$ cat config.mk
export PLATFORM = sky130hd
export DESIGN_NAME = kmp_stream_matcher_core
export DESIGN_NICKNAME = d
export VERILOG_FILES = /design/src/design/kmpsm_pkg.sv /design/src/design/kmpsm_cell.sv /design/src/design/kmp_stream_matcher_core.sv
export SDC_FILE = /design/constraint.sdc
export NUM_CORES = 1
export LEC_CHECK = 0
export ABC_AREA = 1
export BUFFER_PORTS_ARGS = -buffer_cell sky130_fd_sc_hd__buf_2
export CORE_ASPECT_RATIO = 0.6
export CORE_MARGIN = 2
export CORE_UTILIZATION = 55
export CTS_BUF_LIST = sky130_fd_sc_hd__clkbuf_8 sky130_fd_sc_hd__clkbuf_16
export DETAILED_ROUTE_END_ITERATION = 10
export PLACE_DENSITY = 0.85
export SLEW_MARGIN = 20
export SYNTH_ARGS = -nofsm -noshare
export SYNTH_HDL_FRONTEND = slang
export SYNTH_HIERARCHICAL = 1
export SYNTH_SLANG_ARGS = --single-unit
$ cat constraint.sdc
create_clock -name clk -period 2.7 [get_ports clk]
set_clock_uncertainty 0.2 [all_clocks]
set_input_delay 0.54 -clock clk [delete_from_list [all_inputs] [get_ports clk]]
set_output_delay 0.54 -clock clk [all_outputs]
set_load 0.01 [all_outputs]
$ cat src/design/kmpsm_pkg.sv
`timescale 1ns / 1ps
// Shared types and constants for the streaming pattern matcher.
// Used by the cells, top level, port checker and the dv files; depends on nothing.

package kmpsm_pkg;

  // Default sizes, handed to the top level as parameter defaults.
  localparam int MAX_PAT_DEF   = 8;
  localparam int POS_WIDTH_DEF = 16;

  // Fixed field widths.
  localparam int TEXT_W     = 8;
  localparam int CFG_DATA_W = 64;
  localparam int LEN_W      = 4;
  localparam int CFG_IDX_W  = 2;

  // Configuration register indexes.
  typedef enum logic [CFG_IDX_W-1:0] {
    REG_PATTERN_BYTES  = 2'd0,
    REG_PATTERN_LENGTH = 2'd1
  } cfg_reg_t;

  // Control shared by every cell of the row.
  typedef struct packed {
    logic step;   // a text item is taken this cycle
    logic clear;  // forget all partial matches
  } cell_ctrl_t;

endpackage

$ cat src/design/kmpsm_cell.sv
`timescale 1ns / 1ps
// One cell of the matcher row: compares the text item with one pattern character.
// Depends on kmpsm_pkg for the cell control struct and the character width.

module kmpsm_cell (
  input  logic                          clk,
  input  logic                          rst_n,
  input  kmpsm_pkg::cell_ctrl_t         ctrl,
  input  logic [kmpsm_pkg::TEXT_W-1:0]  text_byte,
  input  logic [kmpsm_pkg::TEXT_W-1:0]  pat_char,
  input  logic                          prev_match,
  output logic                          match_nxt,
  output logic                          match_r
);

  // The prefix up to this character matches if the shorter prefix matched
  // one item ago and this character matches the current item.
  assign match_nxt = prev_match && (text_byte == pat_char);

  // Partial match flag, handed to the next cell on the following item.
  always_ff @(posedge clk) begin
    if (!rst_n) begin
      match_r <= 1'b0;
    end else if (ctrl.clear) begin
      match_r <= 1'b0;
    end else if (ctrl.step) begin
      match_r <= match_nxt;
    end
  end

endmodule

$ cat src/design/kmp_stream_matcher_core.sv
`timescale 1ns / 1ps
// Top level of the streaming pattern matcher: configuration, cell row and result register.
// Depends on kmpsm_pkg and kmpsm_cell.
//
//   channel | direction | handshake          | payload
//   --------+-----------+--------------------+---------------------------------------
//   in_     | in        | in_valid/in_stall  | in_text_byte, in_end_of_text
//   out_    | out       | out_valid/out_stall| out_found, out_match_start, out_last_of_text
//   cfg_    | in        | cfg_valid/cfg_ready| cfg_index, cfg_data
//
// One item is taken per cycle while in_stall is low; its result is in the output register
// on the next cycle. The cell row sets the rate: it compares and shifts match flags at once.
// in_stall rises only while a result waits in the output register and out_stall is high.
// Reset is synchronous: pattern all zero, length one, no partial matches, position zero.
// A write to either known register clears all partial matches and keeps the text position.

module kmp_stream_matcher_core #(
  parameter int MAX_PAT   = kmpsm_pkg::MAX_PAT_DEF,
  parameter int POS_WIDTH = kmpsm_pkg::POS_WIDTH_DEF
) (
  input  logic                              clk,
  input  logic                              rst_n,
  input  logic                              in_valid,
  output logic                              in_stall,
  input  logic [kmpsm_pkg::TEXT_W-1:0]      in_text_byte,
  input  logic                              in_end_of_text,
  output logic                              out_valid,
  input  logic                              out_stall,
  output logic                              out_found,
  output logic [POS_WIDTH-1:0]              out_match_start,
  output logic                              out_last_of_text,
  input  logic                              cfg_valid,
  output logic                              cfg_ready,
  input  logic [kmpsm_pkg::CFG_IDX_W-1:0]   cfg_index,
  input  logic [kmpsm_pkg::CFG_DATA_W-1:0]  cfg_data
);

  localparam int IDX_W = (MAX_PAT > 1) ? $clog2(MAX_PAT) : 1;

  logic [MAX_PAT-1:0][kmpsm_pkg::TEXT_W-1:0] pat_r;
  logic [kmpsm_pkg::LEN_W-1:0]               len_r;
  logic [kmpsm_pkg::LEN_W-1:0]               len_wr;
  logic [POS_WIDTH-1:0]                      pos_r;
  logic [POS_WIDTH-1:0]                      pos_nxt;
  logic                                      out_valid_r;
  logic                                      found_r;
  logic [POS_WIDTH-1:0]                      start_r;
  logic                                      last_r;
  logic                                      accept;
  logic                                      cfg_wr;
  logic                                      cfg_known;
  logic                                      found_nxt;
  logic [POS_WIDTH-1:0]                      start_nxt;
  logic [kmpsm_pkg::LEN_W-1:0]               len_m1;
  logic [MAX_PAT-1:0]                        match_nxt;
  logic [MAX_PAT-1:0]                        match_r;
  kmpsm_pkg::cell_ctrl_t                     ctrl;

  // Handshakes.
  assign cfg_ready = 1'b1;
  assign cfg_wr    = cfg_valid && cfg_ready;
  assign in_stall  = out_valid_r && out_stall;
  assign accept    = in_valid && !in_stall;

  // Only the two listed registers take effect; other indexes are ignored.
  assign cfg_known = (cfg_index == kmpsm_pkg::REG_PATTERN_BYTES) ||
                     (cfg_index == kmpsm_pkg::REG_PATTERN_LENGTH);

  // Length as it is used: zero reads as one, anything above the row size as the row size.
  always_comb begin
    if (cfg_data[kmpsm_pkg::LEN_W-1:0] == '0) begin
      len_wr = kmpsm_pkg::LEN_W'(1);
    end else if (cfg_data[kmpsm_pkg::LEN_W-1:0] > kmpsm_pkg::LEN_W'(MAX_PAT)) begin
      len_wr = kmpsm_pkg::LEN_W'(MAX_PAT);
    end else begin
      len_wr = cfg_data[kmpsm_pkg::LEN_W-1:0];
    end
  end

  // Configuration registers.
  always_ff @(posedge clk) begin
    if (!rst_n) begin
      pat_r <= '0;
      len_r <= kmpsm_pkg::LEN_W'(1);
    end else if (cfg_wr) begin
      if (cfg_index == kmpsm_pkg::REG_PATTERN_BYTES) begin
        for (int i = 0; i < MAX_PAT; i++) begin
          pat_r[i] <= cfg_data[kmpsm_pkg::TEXT_W*i +: kmpsm_pkg::TEXT_W];
        end
      end else if (cfg_index == kmpsm_pkg::REG_PATTERN_LENGTH) begin
        len_r <= len_wr;
      end
    end
  end

  // Cell control: an end-of-text item or a write to a known register forgets partial matches.
  assign ctrl.step  = accept;
  assign ctrl.clear = (cfg_wr && cfg_known) || (accept && in_end_of_text);

  // Row of cells; cell i flags that the last i+1 items equal the first i+1 characters.
  for (genvar g = 0; g < MAX_PAT; g++) begin : g_cell
    kmpsm_cell u_cell (
      .clk        (clk),
      .rst_n      (rst_n),
      .ctrl       (ctrl),
      .text_byte  (in_text_byte),
      .pat_char   (pat_r[g]),
      .prev_match ((g == 0) ? 1'b1 : match_r[(g == 0) ? 0 : g - 1]),
      .match_nxt  (match_nxt[g]),
      .match_r    (match_r[g])
    );
  end

  // A full match ends here when the cell for the last pattern character fires.
  assign len_m1    = len_r - kmpsm_pkg::LEN_W'(1);
  assign found_nxt = match_nxt[len_m1[IDX_W-1:0]];
  assign start_nxt = found_nxt ?
                     (pos_r - POS_WIDTH'(len_m1)) : '0;

  // Text position of the next item, back to zero after the end of a text.
  assign pos_nxt = in_end_of_text ? '0 : pos_r + POS_WIDTH'(1);

  always_ff @(posedge clk) begin
    if (!rst_n) begin
      pos_r <= '0;
    end else if (accept) begin
      pos_r <= pos_nxt;
    end
  end

  // Output register: loads on every taken item, empties when the result is taken.
  always_ff @(posedge clk) begin
    if (!rst_n) begin
      out_valid_r <= 1'b0;
    end else if (accept) begin
      out_valid_r <= 1'b1;
    end else if (!out_stall) begin
      out_valid_r <= 1'b0;
    end
  end

  always_ff @(posedge clk) begin
    if (accept) begin
      found_r <= found_nxt;
      start_r <= start_nxt;
      last_r  <= in_end_of_text;
    end
  end

  assign out_valid        = out_valid_r;
  assign out_found        = found_r;
  assign out_match_start  = start_r;
  assign out_last_of_text = last_r;

endmodule

* Word-level counts from Yosys, hierarchy flattened *
Index checks and enable logic that the tools add are counted.
Widths: inputs -> output; s select.

cells by class
  mux-type cells = 7
  div/mod/pow operators = 0
  bitwise gates (word level) = 2
  eq/ne operators = 10
  magnitude comparators = 2
  $mul = 0
  reduce and logical (&&, ||, !) cells = 19
  add/subtract/negate cells = 3
  shift operators = 0

operator list
  cell                   number
  $eq 8x8->1             8
  $add 16x1->16 const B  1
  $mux 16                1
  $sub 16x4->16          1
  $logic_and 1x1->1      11
  $mux 4                 2
  $gt 4x4->1 const B     1
  $logic_not 4->1        1
  $lt 3x4->1 const B     1
  $sub 4x1->4 const B    1
  $bmux 1 s3             1
  $mux 1                 3
  $reduce_and 3->1       1
  $eq 2x1->1 const B     1
  $logic_not 2->1        1
  $logic_or 1x1->1       2
  $ne 2x1->1 const B     1
  $not 1->1              2
  $reduce_and 2->1       1
  $reduce_or 2->1        1
  $logic_not 1->1        1

storage, ports and cells
  register bits after elaboration = 110
  word-level logic and storage cells = 64
  bits in read-only memories = 0
  memory bits (writable) = 0
  latch bits = 0
  bits of input ports = 80
  memories kept = 0

* Logic depth before layout (Yosys ltp) *
  word-level depth = 6
  gate-level depth with buffers = 14

* Cells and area by module *
Netlist, hierarchy kept.

by module, submodules not included
  module                   cells an instance  sequential area each (µm²)  times used  area an instance (µm²)
  kmp_stream_matcher_core  604                2242.2                      1           4473.0
  kmpsm_cell               51                 20.0                        8           242.7

* Worst setup path before layout *
OpenSTA, ideal clock, no wires.

  path type = register to register
  from = reg len_r[0] (netlist bit)
  to = reg start_r[8], in the netlist out_match_start[8] (data pin)
  cell stages (with the launch flop) = 12
  arrival = 1.884 ns
  buffers on the path = 1
  setup slack = 0.367 ns
  data required time = 2.251 ns
  path through = dfxtp_1 buf_2 inv_1 ha_1 fa_1 inv_1 nor2_1 nor2_1 nand2_1 xor2_1 nand2_1 inv_1

on the way
  cells in the longest elaborated chain, start to end = 3
  elaborated cells on any way between the ends = 4

ends and longest elaborated chain
  element                                                line                            source
  start, declared                                        kmp_stream_matcher_core.sv:41   logic [kmpsm_pkg::LEN_W-1:0] len_r;
  start signal, assigned                                 kmp_stream_matcher_core.sv:84   len_r <= kmpsm_pkg::LEN_W'(1);
  start signal, assigned                                 kmp_stream_matcher_core.sv:91   len_r <= len_wr;
  $sub 4x1->4 *                                          kmp_stream_matcher_core.sv:115  assign len_m1 = len_r - kmpsm_pkg::LEN_W'(1);
  branches (longest 2 deep; another with $sub 16x4->16)  --
  end signal, assigned                                   kmp_stream_matcher_core.sv:145  start_r <= start_nxt;
  end, declared                                          kmp_stream_matcher_core.sv:47   logic [POS_WIDTH-1:0] start_r;

Every way passes the cells marked *. The select of a mux whose other input is x is not followed.
A chain may end at the register's enable or synchronous reset.

* Final worst setup path *
  from = reg len_r[0] (netlist bit)
  to = reg start_r[4], in the netlist out_match_start[4] (data pin)

The elaborated chain is that of the path after synthesis.

==> results by group <==
Critical path
  • Critical path's most frequent cell: nor2_1
  • CP required: between 2 and 3 ns
  • Critical path data arrival time: 2.34 ns
  • Worst setup EP type: flop
  • CP max stage delay: about 0.44 ns
  • Crit-path max FO: 5
  • CP Cell Sequence: inv_1, ha_1, fa_1, inv_1, nor2_1, nor2_1, nor2_1, a21oi_1, nor2_1
  • Crit Path Class: flop to flop
  • CP Launch Type: flop
  • CP max-delay cell: fa_1

Clock network
  • TritonCTS Buffers: 9
  • Worst-Skew Late Latency: 0.35 ns
  • Clock buffer depth: 2
  • CTS tree: done
  • Clock slew at reported path FFs: 0.08 ns
  • H-tree levels: 3
  • CTS Hold Bufs: 0
  • Root Buffer: clkbuf_16
  • Clock Sinks: 110

STA
  • Minimum clock period: 2.44 ns
  • Final setup vio count: 0
  • Final Hold Viols: 0
  • Setup tns final: 0 ns
  • Fmax: 0.409 GHz
  • RSZ-0062 raised after global routing: false
  • Final period util: 0.905
  • Max-slew violations: 0

Placement
  • IO buf count: between 90 and 100
  • # placed instances: 1,217
  • Dpl hpwl: 12.0 mm
  • Placer's final routability congestion estimate: 0.926

Worst hold path
  • HP Class: input port to flop

GRT
  • Antenna violations before repair: 0
  • Number of global-route vias before repair: 5,581
  • GR Util All Layers: 0.275
  • First-pass GRT wire length: approximately 27 mm
  • Largest net degree at the start of global routing: 65
  • GRT overflow: 0

Yosys
  • Ys Warns: 6
  • Synthesized cell area: ~6300 µm²
  • Avg Cell Area, Syn: roughly 6.4 µm²
  • Cells after synthesis: 992

Die
  • Ports: roughly 100
  • Rows: 30
  • Die span in y: 87.0 µm
  • Die width: 142 µm
  • Initial Utilization: 0.562
  • Die area: roughly 12,000 µm²
  • Area of the core: 11,200 µm²

Route
  • Vias post-DR: approximately 6.4k
  • Post-route ant nets: 0
  • WL final: 16.5 mm
  • Number of vias per cell: 5.16
  • 1st-iter DRT viols: 597
  • Per-cell routed wire length: between 10 and 15 µm
  • Drc violations: 0
  • DRT Pass-1 Iters: 5

Pwr
  • Power Density: 524 nW/µm²
  • P_leak: 3.49 nW
  • Peak supply drop: ~340 µV

Final layout
  • Post-layout net count: about 1.2k
  • Layout cell share with drive strength beyond 1: 0.144
  • Area grow syn2layout: 15.1%
  • Ant diodes: 0
  • Non-Filler Instances: 1,236

Job
  • Max capacitance violation total: 0

Status
  • Status: complete, no violations
==> final cells by class <==
type | instances | area (µm²)
clock inverter | 5 | 38.8
inverter | 168 | 631
fill | 1004 | 3960
tap | 144 | 180
clock buffer | 11 | 264
timing repair buffer | 109 | 583
multi-input combinational | 689 | 3180
sequential | 110 | 2380
==> metrics by stage <==
step	power [mW]	utilization	setup slack, ns	hold slack (ns)	instance area [µm²]
after detailed placement	2.46	0.618	0.163	0.274	6940
after floorplan	2.25	-	0.367	0.251	6320
final	3.81	0.647	0.258	0.190	7260
after CTS	3.79	0.645	0.201	0.177	7240
after global placement	2.44	0.618	0.231	0.269	6940
after global routing	3.97	0.647	0.165	0.182	7260
==> critical path, delay by kind of cell (launching register included) <==
kind,cells,cell delay (ns)
flops,1,0.35
compound gates,1,0.16
fa+ha+maj,2,0.84
simple gates,4,0.47
buf+inv,2,0.17
==> layout by cell type, fill, tap and decap left out, drive strengths merged <==
cell,count
a211oi,1
a21oi,33
buf,109
clkbuf,11
clkinv,2
clkinvlp,1
conb,3
dfxtp,92
edfxtp,18
fa,1
ha,6
inv,170
nand2,240
nand3,30
nand3b,1
nand4,23
nor2,218
nor3,14
o211ai,15
o21ai,74
or2,10
xnor2,17
xor2,3
==> repair_timing <==
action | 4_1_cts | 5_1_grt
buffers inserted | 0 | 3
endpoints found under the hold margin | 0 | 0
endpoints found under the setup margin | 0 | 1
gates resized for setup | 0 | 0
==> final timing paths <==
path | startpoint | to | slack, ns | cells after the start
max | len_r[0] | out_match_start[4] | 0.26 | 9
max reg2reg | len_r[0] | out_match_start[4] | 0.26 | 9
min | in_end_of_text | out_last_of_text | 0.19 | 1
min reg2reg | pat_r[48] | pat_r[48] | 0.29 | 2
==> per-layer routing <==
metal | global-route usage | up-vias | share of wire
met5 | 0 | - | 0
met4 | 0.0630 | 0 | 0.0094
met3 | 0.0522 | 17 | 0.10
met2 | 0.404 | 310 | 0.40
met1 | 0.418 | 2811 | 0.49
li1 | - | 3239 | -
==> registers in the layout, indices dropped and copies added, names as in the netlist <==
name	cells
pos_r	16
pat_r	64
len_r	4
out_match_start	16
out_found	1
out_last_of_text	1
g_cell.u_cell/match_r	7
out_valid	1
==> power by group <==
part	switching [mW]	internal (mW)
registers	0.0521	1.75
clock network	0.636	0.715
logic	0.402	0.250
total	1.09	2.71
(Power assumes the default switching activity.)
